File: src/hdl/lpms_pkg.sv
`timescale 1ns / 1ps

package lpms_pkg;

   // Pattern modes
   localparam logic [2:0] MODE_ALT       = 3'd0;
   localparam logic [2:0] MODE_DUAL      = 3'd1;
   localparam logic [2:0] MODE_FAST      = 3'd2;
   localparam logic [2:0] MODE_FADE      = 3'd3;
   localparam logic [2:0] MODE_COUNTDOWN = 3'd4;

   localparam logic [7:0] LED_ON  = 8'd255;
   localparam logic [7:0] LED_OFF = 8'd0;

   // Countdown phase limits in elapsed milliseconds
   localparam logic [31:0] CD_BLINK_END = 32'd5000;
   localparam logic [31:0] CD_ON_END    = 32'd6000;
   localparam logic [31:0] CD_OFF_END   = 32'd8000;
   localparam logic [10:0] CD_MIN_DIV   = 11'd10;

   // Blink quotient: dividend up to 5000 needs 13 bits, divisor up to 1250 needs 11
   localparam int DVD_W = 13;
   localparam int DSR_W = 11;
   localparam logic [3:0] DIV_LAST = 4'(DVD_W - 1);

   typedef enum logic [1:0] {
      ST_IDLE,
      ST_SETUP,
      ST_DIVIDE,
      ST_FINISH
   } seq_state_type;

endpackage

File: src/hdl/lpms_if.sv
`timescale 1ns / 1ps

interface lpms_req_if;
   logic valid;
   logic ready;
   logic button_level;

   modport source (output valid, output button_level, input ready);
   modport sink   (input valid, input button_level, output ready);
endinterface

interface lpms_rsp_if;
   logic       valid;
   logic       ready;
   logic [7:0] led1_level;
   logic [7:0] led2_level;
   logic [2:0] mode;

   modport source (output valid, output led1_level, output led2_level, output mode,
                   input ready);
   modport sink   (input valid, input led1_level, input led2_level, input mode,
                   output ready);
endinterface

File: src/hdl/led_pattern_mode_sequencer_core.sv
`timescale 1ns / 1ps

// LED pattern sequencer: each item on req_chan is one millisecond tick carrying the raw
// active-low button level, and each tick returns exactly one item on rsp_chan with two
// LED brightness levels and the mode that produced them. A rising press advances the
// mode 0->1->2->3->4->0 from the next tick on; mode 4 is a countdown that ends by
// itself in mode 0. Writing csr_wr_data with csr_wr_en while idle loads the mode (5 to 7
// load as 0; 4 restarts the countdown); a write outside idle is lost. A tick goes
// through setup and finish before the next ready; during the countdown blink phase
// the blink parity is found between them by a one-bit-per-cycle restoring divider
// over 13 quotient bits. The result sits in an output register, so the finish step
// waits only when that register is still full and not being taken.
module led_pattern_mode_sequencer_core
   import lpms_pkg::*;
(
   input  logic        clock,
   input  logic        reset,
   lpms_req_if.sink    req_chan,
   lpms_rsp_if.source  rsp_chan,
   input  logic        csr_wr_en,
   input  logic [2:0]  csr_wr_data
);

   seq_state_type state_ff, state_in;

   logic [31:0] ms_count_ff, ms_count_in;
   logic [31:0] cd_start_ff, cd_start_in;
   logic [2:0]  mode_ff, mode_in;
   logic        held_ff, held_in;

   // Per-tick working registers
   logic             pressed_ff, pressed_in;
   logic [31:0]      elapsed_ff, elapsed_in;
   logic [DVD_W-1:0] dvd_ff, dvd_in;
   logic [DSR_W-1:0] dsr_ff, dsr_in;
   logic [DSR_W-1:0] rem_ff, rem_in;
   logic             qbit_ff, qbit_in;
   logic [3:0]       cnt_ff, cnt_in;

   // Output register
   logic       rsp_valid_ff, rsp_valid_in;
   logic [7:0] led1_ff, led1_in;
   logic [7:0] led2_ff, led2_in;
   logic [2:0] rsp_mode_ff, rsp_mode_in;

   logic             req_take;
   logic             out_free;
   logic [2:0]       mode_eff;
   logic [2:0]       mode_next;
   logic [2:0]       csr_mode;
   logic [DVD_W-1:0] blink_left;
   logic [DSR_W-1:0] blink_div;
   logic [DSR_W:0]   trial;
   logic             trial_ge;
   logic [7:0]       fade_lv;
   logic [7:0]       lv1, lv2;

   assign req_chan.ready      = (state_ff == ST_IDLE);
   assign req_take            = req_chan.valid && req_chan.ready;
   assign out_free            = !rsp_valid_ff || rsp_chan.ready;

   assign rsp_chan.valid      = rsp_valid_ff;
   assign rsp_chan.led1_level = led1_ff;
   assign rsp_chan.led2_level = led2_ff;
   assign rsp_chan.mode       = rsp_mode_ff;

   assign csr_mode = (csr_wr_data > MODE_COUNTDOWN) ? MODE_ALT : csr_wr_data;

   // Blink period: quarter of the time left, never below the minimum
   assign blink_left = DVD_W'(CD_BLINK_END) - elapsed_ff[DVD_W-1:0];
   assign blink_div  = (blink_left[DVD_W-1:2] < CD_MIN_DIV) ? CD_MIN_DIV
                                                            : blink_left[DVD_W-1:2];

   // One restoring division step: shift in the next dividend bit, subtract if it fits
   assign trial    = {rem_ff, dvd_ff[DVD_W-1]};
   assign trial_ge = (trial >= {1'b0, dsr_ff});

   // Countdown past its end drops back to mode 0 in the same tick
   always_comb begin
      mode_eff = (mode_ff > MODE_COUNTDOWN) ? MODE_ALT : mode_ff;
      if (mode_eff == MODE_COUNTDOWN && elapsed_ff >= CD_OFF_END) begin
         mode_eff = MODE_ALT;
      end
      mode_next = (mode_eff >= MODE_COUNTDOWN) ? MODE_ALT : 3'(mode_eff + 3'd1);
   end

   // Fade: rising c/4 over the first half, falling over the second
   assign fade_lv = ms_count_ff[10] ? ~ms_count_ff[9:2] : ms_count_ff[9:2];

   always_comb begin
      lv1 = LED_OFF;
      lv2 = LED_OFF;
      case (mode_eff)
         MODE_ALT: begin
            lv1 = ms_count_ff[10] ? LED_ON : LED_OFF;
            lv2 = ms_count_ff[10] ? LED_OFF : LED_ON;
         end
         MODE_DUAL: begin
            lv1 = ms_count_ff[10] ? LED_ON : LED_OFF;
            lv2 = ms_count_ff[8] ? LED_OFF : LED_ON;
         end
         MODE_FAST: begin
            lv1 = ms_count_ff[5] ? LED_ON : LED_OFF;
            lv2 = ms_count_ff[9] ? LED_ON : LED_OFF;
         end
         MODE_FADE: begin
            lv1 = fade_lv;
            lv2 = ~fade_lv;
         end
         MODE_COUNTDOWN: begin
            if (elapsed_ff <= CD_BLINK_END) begin
               lv1 = qbit_ff ? LED_ON : LED_OFF;
               lv2 = qbit_ff ? LED_OFF : LED_ON;
            end else if (elapsed_ff < CD_ON_END) begin
               lv1 = LED_ON;
               lv2 = LED_ON;
            end
         end
         default: begin
            lv1 = LED_OFF;
            lv2 = LED_OFF;
         end
      endcase
   end

   always_ff @(posedge clock) begin
      if (reset) begin
         state_ff     <= ST_IDLE;
         ms_count_ff  <= '0;
         cd_start_ff  <= '0;
         mode_ff      <= MODE_ALT;
         held_ff      <= 1'b0;
         rsp_valid_ff <= 1'b0;
      end else begin
         state_ff     <= state_in;
         ms_count_ff  <= ms_count_in;
         cd_start_ff  <= cd_start_in;
         mode_ff      <= mode_in;
         held_ff      <= held_in;
         rsp_valid_ff <= rsp_valid_in;
      end
   end

   always_ff @(posedge clock) begin
      pressed_ff  <= pressed_in;
      elapsed_ff  <= elapsed_in;
      dvd_ff      <= dvd_in;
      dsr_ff      <= dsr_in;
      rem_ff      <= rem_in;
      qbit_ff     <= qbit_in;
      cnt_ff      <= cnt_in;
      led1_ff     <= led1_in;
      led2_ff     <= led2_in;
      rsp_mode_ff <= rsp_mode_in;
   end

   always_comb begin
      state_in     = state_ff;
      ms_count_in  = ms_count_ff;
      cd_start_in  = cd_start_ff;
      mode_in      = mode_ff;
      held_in      = held_ff;
      pressed_in   = pressed_ff;
      elapsed_in   = elapsed_ff;
      dvd_in       = dvd_ff;
      dsr_in       = dsr_ff;
      rem_in       = rem_ff;
      qbit_in      = qbit_ff;
      cnt_in       = cnt_ff;
      rsp_valid_in = rsp_valid_ff;
      led1_in      = led1_ff;
      led2_in      = led2_ff;
      rsp_mode_in  = rsp_mode_ff;

      // Drop the result once the sink takes it
      if (rsp_valid_ff && rsp_chan.ready) begin
         rsp_valid_in = 1'b0;
      end

      case (state_ff)
         ST_IDLE: begin
            // Writes land only while idle; load the mode and restart the countdown on 4
            if (csr_wr_en) begin
               mode_in = csr_mode;
               if (csr_mode == MODE_COUNTDOWN) begin
                  cd_start_in = ms_count_ff;
               end
            end
            if (req_take) begin
               pressed_in = !req_chan.button_level;
               elapsed_in = ms_count_ff - cd_start_ff;
               state_in   = ST_SETUP;
            end
         end
         ST_SETUP: begin
            // Only the blink phase needs the quotient parity
            if (mode_ff == MODE_COUNTDOWN && elapsed_ff <= CD_BLINK_END) begin
               dvd_in   = elapsed_ff[DVD_W-1:0];
               dsr_in   = blink_div;
               rem_in   = '0;
               cnt_in   = DIV_LAST;
               state_in = ST_DIVIDE;
            end else begin
               state_in = ST_FINISH;
            end
         end
         ST_DIVIDE: begin
            // Advance one quotient bit; the last one decides which LED is lit
            rem_in  = trial_ge ? DSR_W'(trial - {1'b0, dsr_ff}) : trial[DSR_W-1:0];
            qbit_in = trial_ge;
            dvd_in  = {dvd_ff[DVD_W-2:0], 1'b0};
            cnt_in  = cnt_ff - 4'd1;
            if (cnt_ff == '0) begin
               state_in = ST_FINISH;
            end
         end
         ST_FINISH: begin
            // Hold here until the output register has room
            if (out_free) begin
               rsp_valid_in = 1'b1;
               led1_in      = lv1;
               led2_in      = lv2;
               rsp_mode_in  = mode_eff;
               mode_in      = mode_eff;
               if (pressed_ff && !held_ff) begin
                  held_in = 1'b1;
                  mode_in = mode_next;
                  if (mode_next == MODE_COUNTDOWN) begin
                     cd_start_in = ms_count_ff;
                  end
               end else if (!pressed_ff && held_ff) begin
                  held_in = 1'b0;
               end
               ms_count_in = ms_count_ff + 32'd1;
               state_in    = ST_IDLE;
            end
         end
         default: begin
            state_in = ST_IDLE;
         end
      endcase
   end

endmodule

File: src/flat_wrapper.sv
// flat-port wrapper written by rule: the top's interface ports become plain ports
module led_pattern_mode_sequencer_core_flat import lpms_pkg::*;
  (clock, reset, csr_wr_en, csr_wr_data, req_chan_valid, req_chan_button_level, req_chan_ready, rsp_chan_valid, rsp_chan_led1_level, rsp_chan_led2_level, rsp_chan_mode, rsp_chan_ready);
  lpms_req_if req_chan_i ();
  lpms_rsp_if rsp_chan_i ();
  input  logic clock;
  input  logic reset;
  input  logic csr_wr_en;
  input  logic [2:0] csr_wr_data;
  input wire logic [$bits(req_chan_i.valid)-1:0] req_chan_valid;
  input wire logic [$bits(req_chan_i.button_level)-1:0] req_chan_button_level;
  output wire logic [$bits(req_chan_i.ready)-1:0] req_chan_ready;
  output wire logic [$bits(rsp_chan_i.valid)-1:0] rsp_chan_valid;
  output wire logic [$bits(rsp_chan_i.led1_level)-1:0] rsp_chan_led1_level;
  output wire logic [$bits(rsp_chan_i.led2_level)-1:0] rsp_chan_led2_level;
  output wire logic [$bits(rsp_chan_i.mode)-1:0] rsp_chan_mode;
  input wire logic [$bits(rsp_chan_i.ready)-1:0] rsp_chan_ready;
  assign req_chan_i.valid = req_chan_valid;
  assign req_chan_i.button_level = req_chan_button_level;
  assign req_chan_ready = req_chan_i.ready;
  assign rsp_chan_valid = rsp_chan_i.valid;
  assign rsp_chan_led1_level = rsp_chan_i.led1_level;
  assign rsp_chan_led2_level = rsp_chan_i.led2_level;
  assign rsp_chan_mode = rsp_chan_i.mode;
  assign rsp_chan_i.ready = rsp_chan_ready;
  led_pattern_mode_sequencer_core u_core (.clock(clock), .reset(reset), .req_chan(req_chan_i), .rsp_chan(rsp_chan_i), .csr_wr_en(csr_wr_en), .csr_wr_data(csr_wr_data));
endmodule
File: config.mk
export PLATFORM = sky130hd
export DESIGN_NAME = led_pattern_mode_sequencer_core_flat
export DESIGN_NICKNAME = d
export VERILOG_FILES = /design/src/hdl/lpms_pkg.sv /design/src/hdl/lpms_if.sv /design/src/hdl/led_pattern_mode_sequencer_core.sv /design/src/flat_wrapper.sv
export SDC_FILE = /design/constraint.sdc
export NUM_CORES = 1
export LEC_CHECK = 0
export ABC_CLOCK_PERIOD_IN_PS = 10000
export BUFFER_PORTS_ARGS = -buffer_cell sky130_fd_sc_hd__buf_2
export CAP_MARGIN = 20
export CORE_ASPECT_RATIO = 1.4
export CORE_MARGIN = 4
export CORE_UTILIZATION = 40
export DETAILED_ROUTE_END_ITERATION = 12
export SETUP_SLACK_MARGIN = 0.3
export SLEW_MARGIN = 20
export SYNTH_ARGS = -nofsm -noshare
export SYNTH_HDL_FRONTEND = slang
export SYNTH_SLANG_ARGS = --single-unit
File: constraint.sdc
create_clock -name clock -period 10 [get_ports clock]
set_clock_uncertainty 0.05 [all_clocks]
set_input_delay 0 -clock clock [delete_from_list [all_inputs] [get_ports clock]]
set_output_delay 0 -clock clock [all_outputs]
set_load 0.01 [all_outputs]
==> impl_results.md <==
* IO Pins at 30
* Cell count after synthesis at 923
* Die area at 25,300 sq um
* WL/cell at 14.7 um
* CP Launch Type: register
* Die Y at 186 um
* Post CTS Setup Buffer Count at 0
* Total of max-cap violations at 0
* Port Buffers at 29
* Synth Cell Area at 9100 sq um
* Gr busiest metal: met2
* Pwr dens at 190 nW/um^2
* Worst setup EP type: register
* Critical Path AT at 3.65 ns
* Remaining DRCs at 0
* Total gr overflow at 0
* #FFs+latches synth at 163
* Fin. Hold Viols at 0
* Initial DRT Pass Iterations at 5
* Largest net degree at the start of global routing at 72
* Syn. warnings at 0
* Met3 Usage GRT at 0.0286
* Final instance area at 10,200 sq um
* Peak VDD IR at 0.126 mV
* GRT met1 Usage at 0.176
* Period minus WS final at 3.41 ns
* Post-CTS resize count at 0
* HPWL Detailed at 13,700 um
* FFs w/ async S/R, synth at 0
* Syn-to-layout area delta at 12.1%
* GR Util met2 at 0.280
* Post-synth cell types at 71
* Clk root buf: clkbuf_16
* DRT iter0 DRCs at 319
* EDFF count, synth at 92
* Final setup viols at 0
* TritonCTS clock tree: done
* Placer Congestion at 0.791
* Pleak at 4.18 nW
* Clock latency on the worst-skew pair at 0.43 ns
* Slew @ Worst Pin at 0.895 ns
* Placed instance area at 9530 sq um
* RSZ-0062 raised after global routing: false
* Initial antenna violation count at 0
* Clk pin slew, worst setup/hold paths at 0.06 ns
* Synth Area per Inst at 9.86 sq um
* Antenna diodes at 0
* First-pass GRT wire length at 31,400 um
* Final Slew Violations at 0
* Ratio of cells with drive above 1 in the final layout at 0.102
* Post-Route WL at 18,500 um
* Critical path required time at 10.24 ns
* Initial core utilization at 0.406
* Final ANT Viol Nets at 0
* Fmax at 293 MHz
* Nets at 1,016
* Final setup TNS at 0 ns
* Hold Buf Count CTS at 7
* H-Tree Level Count at 4
* Syn Nets at 990
* Crit path max fanout at 38
* Most used DFF post-synth: edfxtp_1
* Chip Width at 135 um
* Vias per inst at 5.10
* CTS Sinks at 163
* Hold WC Path Type: input pin to register
* Vias at 6,440
* GR Util All Layers at 0.152
* Worst setup path class: register to register
* Setup WS pre-CTS at 6.40 ns
* Setup ws final at 6.59 ns
* Post-synthesis sequential area ratio at 0.460
* Vias in the first global route at 6,469
* Core footprint at 22,400 sq um
* Outcome: completed
* Fin crit share at 0.341
* Clock buffer depth at 2
* Tot Pwr at 0.00194 W
* Worst slew margin at 0.403
* Cts bufs inserted at 17
* Row cnt at 65
## area by class of cell
| class | count | area [sq um] |
|---|---|---|
| Clock buffer | 17 | 425 |
| Inverter | 80 | 300 |
| Multi-Input combinational cell | 649 | 4510 |
| Fill cell | 2231 | 12200 |
| Sequential cell | 163 | 4180 |
| Timing Repair Buffer | 38 | 230 |
| Tap cell | 301 | 377 |
| Clock inverter | 15 | 170 |
## worst max-delay path, stage by stage, from the launching register on
cell      delay [ns]
edfxtp_1        0.37
nor4_1          0.39
nand3_1         0.19
o31ai_1         0.32
nand3_1         0.18
ha_1            0.30
nand2b_1        0.15
or3_1           0.33
a221o_4         0.69
mux2i_1         0.23
nor2_1          0.06
## flip-flops by register name, summed over array words and instances (netlist names)
| signal | cells |
|---|---|
| u_core.rsp_chan.led1_level | 8 |
| u_core.qbit_ff | 1 |
| u_core.state_ff | 2 |
| u_core.rsp_chan.led2_level | 8 |
| u_core.dsr_ff | 11 |
| u_core.cd_start_ff | 32 |
| u_core.rsp_chan.mode | 3 |
| u_core.rsp_chan.valid | 1 |
| u_core.elapsed_ff | 32 |
| u_core.cnt_ff | 4 |
| u_core.dvd_ff | 13 |
| u_core.mode_ff | 3 |
| u_core.pressed_ff | 1 |
| u_core.rem_ff | 11 |
| u_core.held_ff | 1 |
| u_core.ms_count_ff | 32 |
## report_power, final
group	switching, W	internal [W]
Sequential	0.0000447	0.000822
Clock	0.000284	0.000374
Combinational	0.000246	0.000164
## cells by family after synthesis
logic type      Yosys count  share of synthesized area
simple gates            286                      0.149
compound gates          183                      0.138
flops                   163                      0.460
buf+inv                 111                     0.0469
xor+xnor                 76                     0.0731
fa+ha+maj                58                     0.0814
mux                      46                     0.0521
## synth_stat cells (2+ instances only)
master | number | area (sq um)
a2111oi_0 | 2 | 17.5
a211oi_1 | 6 | 45.0
a21boi_0 | 2 | 15.0
a21o_1 | 23 | 173
a21oi_1 | 54 | 270
a21oi_2 | 2 | 17.5
a311oi_1 | 2 | 17.5
a31o_2 | 2 | 17.5
a31oi_1 | 3 | 18.8
and2_1 | 5 | 31.3
and3_1 | 10 | 62.6
and4_1 | 2 | 17.5
buf_2 | 5 | 25.0
clkbuf_1 | 24 | 90.1
dfxtp_1 | 71 | 1420
edfxtp_1 | 92 | 2760
fa_1 | 2 | 40.0
ha_1 | 56 | 701
inv_1 | 80 | 300
mux2_2 | 11 | 124
mux2i_1 | 35 | 350
nand2_1 | 47 | 176
nand2b_1 | 11 | 68.8
nand3_1 | 22 | 110
nand4_1 | 16 | 100
nor2_1 | 120 | 450
nor2_2 | 2 | 12.5
nor2b_1 | 8 | 50.1
nor3_1 | 15 | 75.1
nor3b_1 | 3 | 22.5
nor4_1 | 6 | 37.5
o2111ai_1 | 2 | 17.5
o211ai_1 | 3 | 22.5
o21a_1 | 11 | 82.6
o21ai_0 | 32 | 160
o21bai_1 | 12 | 90.1
o31a_1 | 3 | 26.3
o31a_2 | 2 | 20.0
o31ai_1 | 3 | 22.5
or2_2 | 2 | 12.5
or3_1 | 10 | 62.6
xnor2_1 | 46 | 403
xor2_1 | 30 | 263
## metal layers
layer  wire [um]  vias to the layer above
met2        9950                       59
met3         369                       22
li1            -                     3296
met1        7920                     3063
met5           0                        -
met4         295                        0
## stage by stage
| stage | std cells | utilization | hold WS (ns) |
|---|---|---|---|
| final | 1263 | 0.454 | 0.0542 |
| after global placement | 1224 | 0.424 | 0.209 |
| after CTS | 1263 | 0.454 | 0.0317 |
| after detailed placement | 1224 | 0.424 | 0.215 |
| after floorplan | 923 | - | 0.0815 |
| after global routing | 1263 | 0.454 | 0.0709 |
## cell usage in the layout (no fill, tap or decap), drive strengths merged, types with 16 or more instances in the layout
cell type	count
nor2	122
mux2i	35
a21o	23
ha	56
edfxtp	92
buf	31
nand2	48
o21ai	35
inv	87
nand3	22
nand4	16
xor2	30
clkbuf	17
xnor2	46
a21oi	56
nor3	16
dfxtp	71
## worst paths after layout
| kind | end | slack, ns | cells past startpoint | startpoint |
|---|---|---|---|---|
| min reg2reg | u_core.held_ff$_SDFFE_PP0P_ | 0.43 | 2 | u_core.held_ff$_SDFFE_PP0P_ |
| max | u_core.cd_start_ff[21]$_SDFFE_PP0P_ | 6.59 | 10 | u_core.elapsed_ff[30]$_DFFE_PP_ |
| max reg2reg | u_core.cd_start_ff[21]$_SDFFE_PP0P_ | 6.59 | 10 | u_core.elapsed_ff[30]$_DFFE_PP_ |
| min | u_core.mode_ff[2]$_SDFFE_PP0P_ | 0.05 | 5 | csr_wr_en |
(Power assumes the default switching activity.)
